## src/hw/rtl/bsde_pkg.sv

```systemverilog
// ----------------------------------------------------------------------------
// bsde_pkg
// shared types, codes and fixed-point helpers of the b-spline evaluator
// ----------------------------------------------------------------------------
package bsde_pkg;

    localparam int DEF_MAX_ORDER   = 10;
    localparam int DEF_MAX_CONTROL = 1024;
    localparam int QUEUE_DEPTH     = 2;

    // item opcodes
    localparam logic [1:0] OP_KNOT = 2'd0;
    localparam logic [1:0] OP_COEF = 2'd1;
    localparam logic [1:0] OP_EVAL = 2'd2;

    // configuration register indexes
    localparam logic REG_ORDER = 1'b0;
    localparam logic REG_COUNT = 1'b1;

    localparam logic signed [31:0] Q_MAX = 32'sh7fff_ffff;
    localparam logic signed [31:0] Q_MIN = 32'sh8000_0000;
    localparam logic signed [31:0] Q_ONE = 32'sh0001_0000;

    typedef struct packed {
        logic [1:0]         opcode;
        logic [10:0]        table_index;
        logic signed [31:0] entry_value;
        logic signed [31:0] abscissa;
    } bsde_item_t;

    // saturate to q16.16, bit 32 is the clip flag
    function automatic logic [32:0] sat33(input logic signed [32:0] v);
        logic [32:0] r;
        if (!v[32] && v[31]) begin
            r = {1'b1, Q_MAX};
        end else if (v[32] && !v[31]) begin
            r = {1'b1, Q_MIN};
        end else begin
            r = {1'b0, v[31:0]};
        end
        return r;
    endfunction

    function automatic logic [31:0] mag32(input logic signed [31:0] v);
        logic [31:0] r;
        r = v[31] ? 32'(-v) : 32'(v);
        return r;
    endfunction

    function automatic logic [32:0] mag33(input logic signed [32:0] v);
        logic [32:0] r;
        r = v[32] ? 33'(-v) : 33'(v);
        return r;
    endfunction

endpackage

```

## src/hw/rtl/bsde_front.sv

```systemverilog
// ----------------------------------------------------------------------------
// bsde_front
// input side: takes items, drops unknown opcodes, queues the rest
// ----------------------------------------------------------------------------
module bsde_front
    import bsde_pkg::*;
(
    input  logic       aclk,
    input  logic       aresetn,
    input  logic       in_valid,
    output logic       in_ready,
    input  bsde_item_t in_item,
    output logic       q_valid,
    output bsde_item_t q_item,
    input  logic       q_pop
);

    localparam int PW = (QUEUE_DEPTH > 1) ? $clog2(QUEUE_DEPTH) : 1;
    localparam int NW = $clog2(QUEUE_DEPTH + 1);

    bsde_item_t     mem_reg [QUEUE_DEPTH];
    logic [PW-1:0]  wr_ptr_reg;
    logic [PW-1:0]  rd_ptr_reg;
    logic [NW-1:0]  count_reg;
    logic           push;
    logic           pop;
    logic           known;

    assign known    = in_item.opcode inside {OP_KNOT, OP_COEF, OP_EVAL};
    assign in_ready = (count_reg != NW'(QUEUE_DEPTH));
    assign push     = in_valid && in_ready && known;
    assign q_valid  = (count_reg != '0);
    assign pop      = q_pop && q_valid;
    assign q_item   = mem_reg[rd_ptr_reg];

    always_ff @(posedge aclk) begin
        if (!aresetn) begin
            wr_ptr_reg <= '0;
            rd_ptr_reg <= '0;
            count_reg  <= '0;
        end else begin
            if (push) begin
                wr_ptr_reg <= (wr_ptr_reg == PW'(QUEUE_DEPTH - 1)) ? '0 : wr_ptr_reg + 1'b1;
            end
            if (pop) begin
                rd_ptr_reg <= (rd_ptr_reg == PW'(QUEUE_DEPTH - 1)) ? '0 : rd_ptr_reg + 1'b1;
            end
            if (push && !pop) begin
                count_reg <= count_reg + 1'b1;
            end else if (pop && !push) begin
                count_reg <= count_reg - 1'b1;
            end
        end
    end

    always_ff @(posedge aclk) begin
        if (push) begin
            mem_reg[wr_ptr_reg] <= in_item;
        end
    end

endmodule

```

## config.mk

```make
export PLATFORM = sky130hd
export DESIGN_NAME = bsde_front
export DESIGN_NICKNAME = d
export VERILOG_FILES = /design/src/hw/rtl/bsde_pkg.sv /design/src/hw/rtl/bsde_front.sv
export SDC_FILE = /design/constraint.sdc
export NUM_CORES = 1
export LEC_CHECK = 0
export BUFFER_PORTS_ARGS = -buffer_cell sky130_fd_sc_hd__buf_2
export CAP_MARGIN = 10
export CORE_UTILIZATION = 56
export DETAILED_ROUTE_END_ITERATION = 12
export GPL_ROUTABILITY_DRIVEN = 0
export GPL_TIMING_DRIVEN = 0
export PLACE_DENSITY = 0.84
export SYNTH_ARGS = -nofsm -noshare
export SYNTH_HDL_FRONTEND = slang
export SYNTH_SLANG_ARGS = --single-unit
```

## constraint.sdc

```tcl
create_clock -name aclk -period 15.1 [get_ports aclk]
set_clock_uncertainty 0.05 [all_clocks]
set_input_delay 2.265 -clock aclk [delete_from_list [all_inputs] [get_ports aclk]]
set_output_delay 2.265 -clock aclk [all_outputs]
set_load 0.01 [all_outputs]
```

-- Word level (Yosys, flattened, before mapping)
Memories as Yosys holds them, arrays and structs flattened. A register that Yosys moved wholly into a read port is not among the register bits.
Index checks and enable logic that the tools add are counted.
- muxes and demuxes: 8
- reductions and logical operators: 11
- equal/unequal tests: 3
- add/subtract/negate cells: 4
- operators with widths (operator ; number):
    $mux W1 ; 6
    $logic_and A1 B1 Y1 ; 5
    $mux W2 ; 2
    $reduce_bool A2 Y1 ; 2
    $reduce_bool A3 Y1 ; 1
    $add A1 B1 Y1 const B ; 2
    $add A2 B1 Y2 const B ; 1
    $eq A2 B1 Y1 const B ; 1
    $eq A2 B2 Y1 const B ; 1
    $logic_not A1 Y1 ; 2
    $logic_not A2 Y1 ; 1
    $ne A2 B2 Y1 const B ; 1
    $sub A2 B1 Y2 const B ; 1
- memories: 1
- word-level logic and storage cells: 30
- RAM bits: 154
- register bits: 4
- bits of input ports: 81
- output and inout port bits: 79
- memories (memory ; depth ; width ; read ports ; clocked after Yosys merged registers in ; write ports ; line ; source):
    mem_reg ; 2 ; 77 ; 1 ; 1 ; 1 ; bsde_front.sv:21 ; bsde_item_t mem_reg [QUEUE_DEPTH];

-- Depth between registers and ports, before layout
Gate-level depths: netlist (run 1).
- depth in word-level cells: 7
- gate-level depth with buffers: 6
- depth with buffers taken out: 6

-- Least setup slack after synthesis (run 1)
No wires, ideal clock.
- path kind: in2reg
- start: input port in_item[75] (netlist name)
- end: memory mem_reg[0][0] (netlist name) (enable)
- slack: 8576 ps
- data arrival time: 5952 ps
- buffers on the path: 0
- cell stages on the path: 3
- cell sequence: nand2_1 and3_1 nor2b_1
- longest elaborated chain between the ends: 5
- elaborated cells on any way between the ends: 7
- classes of those cells: 2 x eq/ne; 2 x mux; 3 x reduce/logical
- RTL lines (element ; line ; source):
    from (decl) ; bsde_front.sv:12 ; input bsde_item_t in_item,
    $eq A2 B1 Y1, or another cell as far along ; bsde_front.sv:29 ; assign known = in_item.opcode inside {OP_KNOT, OP_COEF, OP_EVAL};
    $reduce_bool A3 Y1 * ; bsde_front.sv:29 ;
    $logic_and A1 B1 Y1 * ; bsde_front.sv:31 ; assign push = in_valid && in_ready && known;
    net push ; bsde_front.sv:25 ; logic push;
    $mux W1 * ; bsde_front.sv:57 ; if (push) begin
    $mux W1 (implied by the code) * ; bsde_front.sv:58 ; mem_reg[wr_ptr_reg] <= in_item;
    to (decl) ; bsde_front.sv:21 ;
The timed path passes the listed nets; every way through them passes the cells marked *.

==> flow_summary.ini, run 1 <==
[clocking]
htreeDepth = 4
ctsResizeCount = 0
clockBufferDepth = 2
clock_sinks = 159
cts-root-buf = clkbuf_8
cts_buffers = 17
hold_buffers = 0
cts_setup_buffers = 0
clock_latency_ns = 0.52
clk_pin_slew_ns = 0.06
tritoncts = yes

[detailed_routing]
drcViolationCount = 0
ant_nets = 0
viasPerCell = 5.13
wl_um = 10200
drtIter0Drc = 165
vias = 3045
drtPass1Iterations = 4
wl_per_cell_um = 17.1

[synth]
seq_area_frac_synth = 0.799
yosysWarnings = 0
syn_inst = 265
synth_seq_cells = 159
ys_types = 21
synth_nets = 347
synth_top_cell_by_area = edfxtp_1
yosysTopAreaCellShare = 0.782
syn_area_per_cell_sq_um = 22.3
synthTopCellsByArea = edfxtp_1 (78%), mux2_2 (9.0%), mux2_4 (7.6%), dfxtp_1 (1.7%), buf_6 (0.76%)
synth.cell_area_sq_mm = 0.00591

[setup_path]
crit_path_cell_trace = clkbuf_2, buf_6, buf_6, mux2_4, buf_2
crit_path_max_fanout = 10
crit_type = register to output pin
cp_data_arrival_time_ns = 1.80
r2r_end = mem_reg[0][19]
worstSetupPathDepth = 5
setup.worst_path.end = q_item[45]
crit_path_start_kind = register
slowest_stage = mux2_4
timing.rr.start = count_reg[0]
critPathMaxStageDelay_ns = 0.31
end_kind = output pin
critical_path_required_ns = 12.79
cpMostUsedCell = buf_6
reg2reg_setup_slack_ns = 13.05
worst-path-buf-inv = 4
critical-path-top-delay-family = buffers and inverters
reg2reg_depth = 4

[layout]
drive_gt1_frac = 0.611
finish.net_count = 528
fillers = 651
area_delta_synth_final_pct = 27.9
final_cells = 594
largest_register_ffs = 154
antenna_cells = 0

[sta]
worstMarginPinSlew_ns = 0.584
finalSetupViolations = 0
final.setup.tns_ns = 0
hold_viol_final = 0
slew-limit-headroom = 0.610
rsz0062_at_grt = false
finalMaxSlewViolations = 0
timing.fmax_ghz = 0.243
fin_ws_ns = 10.98
min_period_ns = 4.12
final.period_utilization = 0.273

[global_route]
grt_max_degree = 50
grt_usage = 0.194
antenna_found_initial = 0
grt_first_pass_wirelength_um = 15500
grt_pass1_vias = 3158
overflow = 0

[power_and_ir_drop]
ir_worst_vdd_v = 0.000108
p_per_area_mw_per_mm2 = 174
leakage_nw = 2.90
total_power_mw = 1.31

[worst_hold_path]
hold_class = register to register

[placed_design]
numPortBuffers = 159
dp_hpwl_um = 6900
dp.cells = 563
place_ws_ns = 11.14

[flow_run]
cap_violations = 0

[floorplanning]
rows = 37
start_util = 0.575
core_sq_mm = 0.0103
fp.dieH_um = 105
pin_count = 160
fp.dieArea_sq_mm = 0.0110
die_w_um = 105

[status]
status = complete, no violations
[per-layer routing]
metal	wire length [um]	GRT usage
met1	3930	0.211
met2	5320	0.333
met3	701	0.0780
met4	222	0.0895
met5	0	0
[stage by stage]
stage	hold WS, ns	instance area, sq um	utilization
after detailed placement	0.465	6950	0.677
after CTS	0.487	7560	0.736
final	0.502	7560	0.736
after global placement	0.410	6880	0.669
after floorplan	0.401	5910	-
after global routing	0.517	7560	0.736
[power by group]
part	leakage (nW)	switching [mW]	internal, mW
logic	1.15	0.158	0.163
clock network	0.282	0.164	0.269
registers	1.47	0.0149	0.545
[cell type report]
cell class	instances	area, sq um	area share
multi-input combinational	97	1130	0.149
clock buffer	19	422	0.0558
timing repair buffer	162	863	0.114
clock inverter	12	185	0.0245
buffer	9	70.1	0.00927
tap	136	170	0.0225
sequential	159	4720	0.625
[cell families after synthesis]
kind of cell | share of synthesized area
buffers and inverters | 0.0119
AND/OR/NAND/NOR | 0.0119
adder cells (fa/ha/maj) | 0.00212
XOR/XNOR | 0.00445
flip-flops | 0.799
AO/OA/AOI/OAI | 0.00296
multiplexers | 0.167
[placed cells by master (no fill, tap or decap), drive strengths merged]
| cell | synthesis | final |
|---|---|---|
| o21ai | 2 | 2 |
| nand2 | 2 | 2 |
| dfxtp | 5 | 5 |
| xnor2 | 2 | 2 |
| or3 | 1 | 1 |
| and2 | 4 | 4 |
| and3 | 1 | 1 |
| bufinv | 0 | 4 |
| or2 | 1 | 1 |
| nor2b | 1 | 1 |
| clkbuf | 1 | 20 |
| ha | 1 | 1 |
| buf | 8 | 170 |
| nand2b | 2 | 2 |
| xor2 | 1 | 1 |
| edfxtp | 154 | 154 |
| inv | 0 | 3 |
| clkinvlp | 0 | 4 |
| a21boi | 1 | 1 |
| clkinv | 0 | 1 |
| mux2i | 1 | 1 |
| mux2 | 77 | 77 |
[how the worst min path moves through the flow]
stage	start	to	depth (start not counted)
after floorplan	wr_ptr_reg	wr_ptr_reg	2
after global placement	wr_ptr_reg	wr_ptr_reg	2
after detailed placement	wr_ptr_reg	wr_ptr_reg	2
after CTS	count_reg[1]	count_reg[1]	2
after global routing	wr_ptr_reg	wr_ptr_reg	2
final	wr_ptr_reg	wr_ptr_reg	2
[Yosys cell counts, drive strengths merged]
master and instances:
edfxtp 154, mux2 77, buf 8, dfxtp 5, and2 4, nand2 2
nand2b 2, o21ai 2, xnor2 2, a21boi 1, and3 1, clkbuf 1
ha 1, mux2i 1, nor2b 1, or2 1, or3 1, xor2 1
[worst register-to-register path, cell delays in order (launching register included)]
cell	delay [ns]
dfxtp_1	0.42
nand2b_1	0.16
and3_1	0.26
nor2b_4	0.56
buf_12	0.29
Power figures use the tool's default switching activity.
==> run 2: changes to the inputs <==
CORE_UTILIZATION = 47   (was 56)
PLACE_DENSITY = 0.76   (was 0.84)
clock period = 3.3 ns   (was 15.1 ns; I/O delays follow)
==> run 2 against run 1 <==
Against the previous run:
- global-route usage shrank 3.1 points
- critical path type unchanged
- sequential power grew to 4.6 times the previous value
- sequential share of layout area up 0.10 points
- critical endpoint is now q_item[47]
- critical path depth unchanged
- count of clock-buffer cells in the layout grew 3
==> flow_summary.ini, run 2 (synthesis results as in run 1) <==
[status]
status = complete, no violations

[sta]
rsz0062_at_grt = false
finalSetupViolations = 0
worst_hold_slack_ns = 0.214
min_period_ns = 2.28
slew-limit-headroom = 0.623
worstMarginPinSlew_ns = 0.565
fin_ws_ns = 1.02
hold_viol_final = 0
final.period_utilization = 0.691
finalMaxSlewViolations = 0
timing.fmax_ghz = 0.438

[power_and_ir_drop]
ir_worst_vdd_v = 0.000477
leakage_nw = 2.89
p_per_area_mw_per_mm2 = 780
total_power_mw = 5.89

[floorplanning]
core_sq_mm = 0.0121
fp.dieH_um = 114
rows = 40
start_util = 0.488
die_w_um = 114
fp.dieArea_sq_mm = 0.0130
pin_count = 160

[clocking]
clockBufferDepth = 2
htreeDepth = 4
clock_latency_ns = 0.42
cts-root-buf = clkbuf_16
ctsResizeCount = 0
cts_setup_buffers = 0
clock_sinks = 159
hold_buffers = 0
clk_pin_slew_ns = 0.06
tritoncts = yes
cts_buffers = 17

[layout]
final_common_cell = buf_2
area_delta_synth_final_pct = 27.7
antenna_cells = 0
largest_register_ffs = 154
fillers = 922
drive_gt1_frac = 0.600
final_cell_mix = buf_2 (163), edfxtp_1 (154), mux2_2 (47)
finish.net_count = 528

[global_route]
grt_pass1_vias = 3079
antenna_found_initial = 0
grt_max_degree = 40
grt_first_pass_wirelength_um = 15300
grt_usage = 0.163
overflow = 0

[detailed_routing]
vias = 3022
viasPerCell = 4.83
ant_nets = 0
drtPass1Iterations = 4
wl_um = 9980
wl_per_cell_um = 15.9
drtIter0Drc = 130
drcViolationCount = 0

[setup_path]
end_kind = output pin
critPathMaxStageDelay_ns = 0.32
crit_path_cell_trace = clkbuf_2, buf_6, buf_6, mux2_4, buf_2
crit_path_start_kind = register
cpMostUsedCell = buf_6
slowest_stage = mux2_4
cp_data_arrival_time_ns = 1.74
reg2reg_setup_slack_ns = 1.22
critical_path_required_ns = 2.75
crit_path_max_fanout = 10
crit_type = register to output pin

[worst_hold_path]
hold_class = primary input to register

[placed_design]
numPortBuffers = 159
dp_hpwl_um = 6680
place_ws_ns = 1.08

[flow_run]
cap_violations = 0
-- run 2: final timing paths --
kind,from,depth (start not counted),end
worst min register to register,wr_ptr_reg,2,wr_ptr_reg
worst max-delay path,register,5,q_item[47]
worst max register to register,count_reg[0],4,mem_reg[1][59]
worst min-delay path,in_item[4],1,mem_reg[0][4]
-- run 2: cell type report --
type,count,area [sq um],area share
Buffer,9,70.1,0.00928
Clock inverter,9,118,0.0156
Timing Repair Buffer,162,856,0.113
Clock buffer,22,444,0.0588
Multi-Input combinational cell,97,1130,0.149
Tap cell,168,210,0.0278
Sequential cell,159,4720,0.626
-- run 2: critical path: cells and delay by family, from the launching register on --
| family | cells | cell delay, ns |
|---|---|---|
| flip-flops | 1 | 0.30 |
| buffers and inverters | 4 | 0.69 |
| multiplexers | 1 | 0.32 |
-- run 2: stage by stage --
step,util,std cells,cell area [sq um],TNS [ns]
after floorplan,-,265,5920,0
after global placement,0.572,592,6920,-68.84
after detailed placement,0.577,595,6990,0
after CTS,0.623,626,7550,0
after global routing,0.623,626,7550,0
final,0.623,626,7550,0
-- run 2: power breakdown --
part           switching, mW  leakage [nW]  internal, mW
Clock                  0.691         0.277          1.17
Combinational          0.718          1.15         0.744
Sequential            0.0648          1.47          2.50
Total                   1.47          2.89          4.41
-- run 2: layer usage --
metal,vias to the layer above,routed length (um),GRT usage
li1,1415,-,-
met2,109,5210,0.281
met4,0,193,0.0805
met5,-,0,0
met3,16,634,0.0603
met1,1482,3930,0.177
==> run 3: changes to the inputs <==
CORE_UTILIZATION = 52   (was 47)
PLACE_DENSITY = 0.79   (was 0.76)
clock period = 2.2 ns   (was 3.3 ns; I/O delays follow)
==> run 3 against run 2 <==
Against the previous run:
- count of clock-buffer cells in the layout is the same
- routed wire length shrank 0.82%
- non-clock buffer count is the same
- critical endpoint is now q_item[44]
- combinational power grew 51%
==> flow_summary.ini, run 3 (synthesis results as in run 1) <==
[placed_design]
placed_area_sq_mm = 0.00697
dp.cells = 567
numPortBuffers = 159
place_ws_ns = 0.0928
dp_hpwl_um = 6650

[worst_hold_path]
hold_class = primary input to register
min_from = in_item[44]
whs_path_depth = 1
worstHoldEndpoint = mem_reg[1][44]

[clocking]
tritoncts = yes
clock_sinks = 159
cts_setup_buffers = 0
clk_pin_slew_ns = 0.06
clockBufferDepth = 2
htreeDepth = 4
cts_buffers = 17
hold_buffers = 0
clock_latency_ns = 0.41
cts-root-buf = clkbuf_16
ctsResizeCount = 0

[floorplanning]
die_w_um = 109
start_util = 0.541
core_sq_mm = 0.0109
rows = 38
fp.dieH_um = 109
pin_count = 160
fp.dieArea_sq_mm = 0.0118

[detailed_routing]
ant_nets = 0
wl_per_cell_um = 16.5
drcViolationCount = 0
drtPass1Iterations = 4
viasPerCell = 5.06
wl_um = 9890
vias = 3028
drtIter0Drc = 120

[power_and_ir_drop]
p_clk_frac = 0.309
p_int_mw = 6.51
leakage_nw = 2.89
combPwrFrac = 0.251
total_power_mw = 8.76
seqPwrFrac = 0.439
p_per_area_mw_per_mm2 = 1160
p_switching_mw = 2.24
p_sw_frac = 0.256
ir_worst_vdd_v = 0.000772

[sta]
fin_ws_ns = 0.123
final.period_utilization = 0.944
timing.fmax_ghz = 0.481
worst_hold_slack_ns = 0.0573
rsz0062_at_grt = false
final.setup.tns_ns = 0
slew-limit-headroom = 0.485
min_period_ns = 2.08
finalSetupViolations = 0
finalMaxSlewViolations = 0
hold_viol_final = 0
worstMarginPinSlew_ns = 0.771

[setup_path]
end_kind = output pin
r2r_end = mem_reg[0][20]
reg2reg_setup_slack_ns = 0.14
slowest_stage = mux2_4
crit_type = register to output pin
reg2reg_depth = 4
timing.rr.start = count_reg[0]
crit_path_start_kind = register
crit_path_cell_trace = clkbuf_2, buf_6, buf_6, mux2_4, buf_2
critPathMaxStageDelay_ns = 0.32
critical-path-top-delay-family = buffers and inverters
worst-path-buf-inv = 4
critical_path_required_ns = 1.82
crit_path_max_fanout = 10
cpMostUsedCell = buf_6
cp_data_arrival_time_ns = 1.70

[layout]
final_common_cell = buf_2
finalInstanceArea_sq_mm = 0.00753
largest_register_ffs = 154
final_cell_mix = buf_2 (163), edfxtp_1 (154), mux2_2 (47)
finish.net_count = 528
fillers = 754
antenna_cells = 0
fin_util = 0.689
final_cells = 599
drive_gt1_frac = 0.619
area_delta_synth_final_pct = 27.5

[global_route]
grt_pass1_vias = 3101
grt_first_pass_wirelength_um = 14900
antenna_found_initial = 0
overflow = 0
grt_usage = 0.178
grt_max_degree = 46

[flow_run]
cap_violations = 0

[status]
status = complete, no violations
## run 3: power by group through the flow
stage          Combinational [mW]  Sequential, mW  Clock (mW)
4_1_cts                      2.24            3.85        2.76
3_5_place_dp                 2.23            3.91           0
6_report                     2.20            3.85        2.71
3_3_place_gp                 2.14            3.90           0
2_1_floorplan                1.46            3.89           0
5_1_grt                      2.37            3.87        2.90
## run 3: worst max path at each step
stage	startpoint	depth (start not counted)	slack, ns	end
finish	register	5	0.12	q_item[44]
global route	register	5	0.03	q_item[45]
CTS	register	5	0.07	q_item[50]
detailed placement	in_item[75]	5	0.09	mem_reg[0][39]
global placement	in_item[75]	4	-0.78	mem_reg[0][39]
floorplan	count_reg[0]	3	-0.14	mem_reg[0][0]
## run 3: per-layer routing
metal,wire length (um),part of all wire,track usage
met1,3770,0.38,0.195
met5,0,0,0
met3,581,0.059,0.0610
met2,5380,0.54,0.310
met4,159,0.016,0.0811
## run 3: final cells by class
| cell class | count | area [sq um] | area share |
|---|---|---|---|
| flip-flops and latches | 159 | 4730 | 0.627 |
| multi-input cells | 97 | 1140 | 0.151 |
| repair buffers | 162 | 863 | 0.115 |
| clock buffers | 22 | 474 | 0.0629 |
| well taps | 140 | 175 | 0.0232 |
| clock inverters | 10 | 87.6 | 0.0116 |
| plain buffers | 9 | 70.1 | 0.00930 |
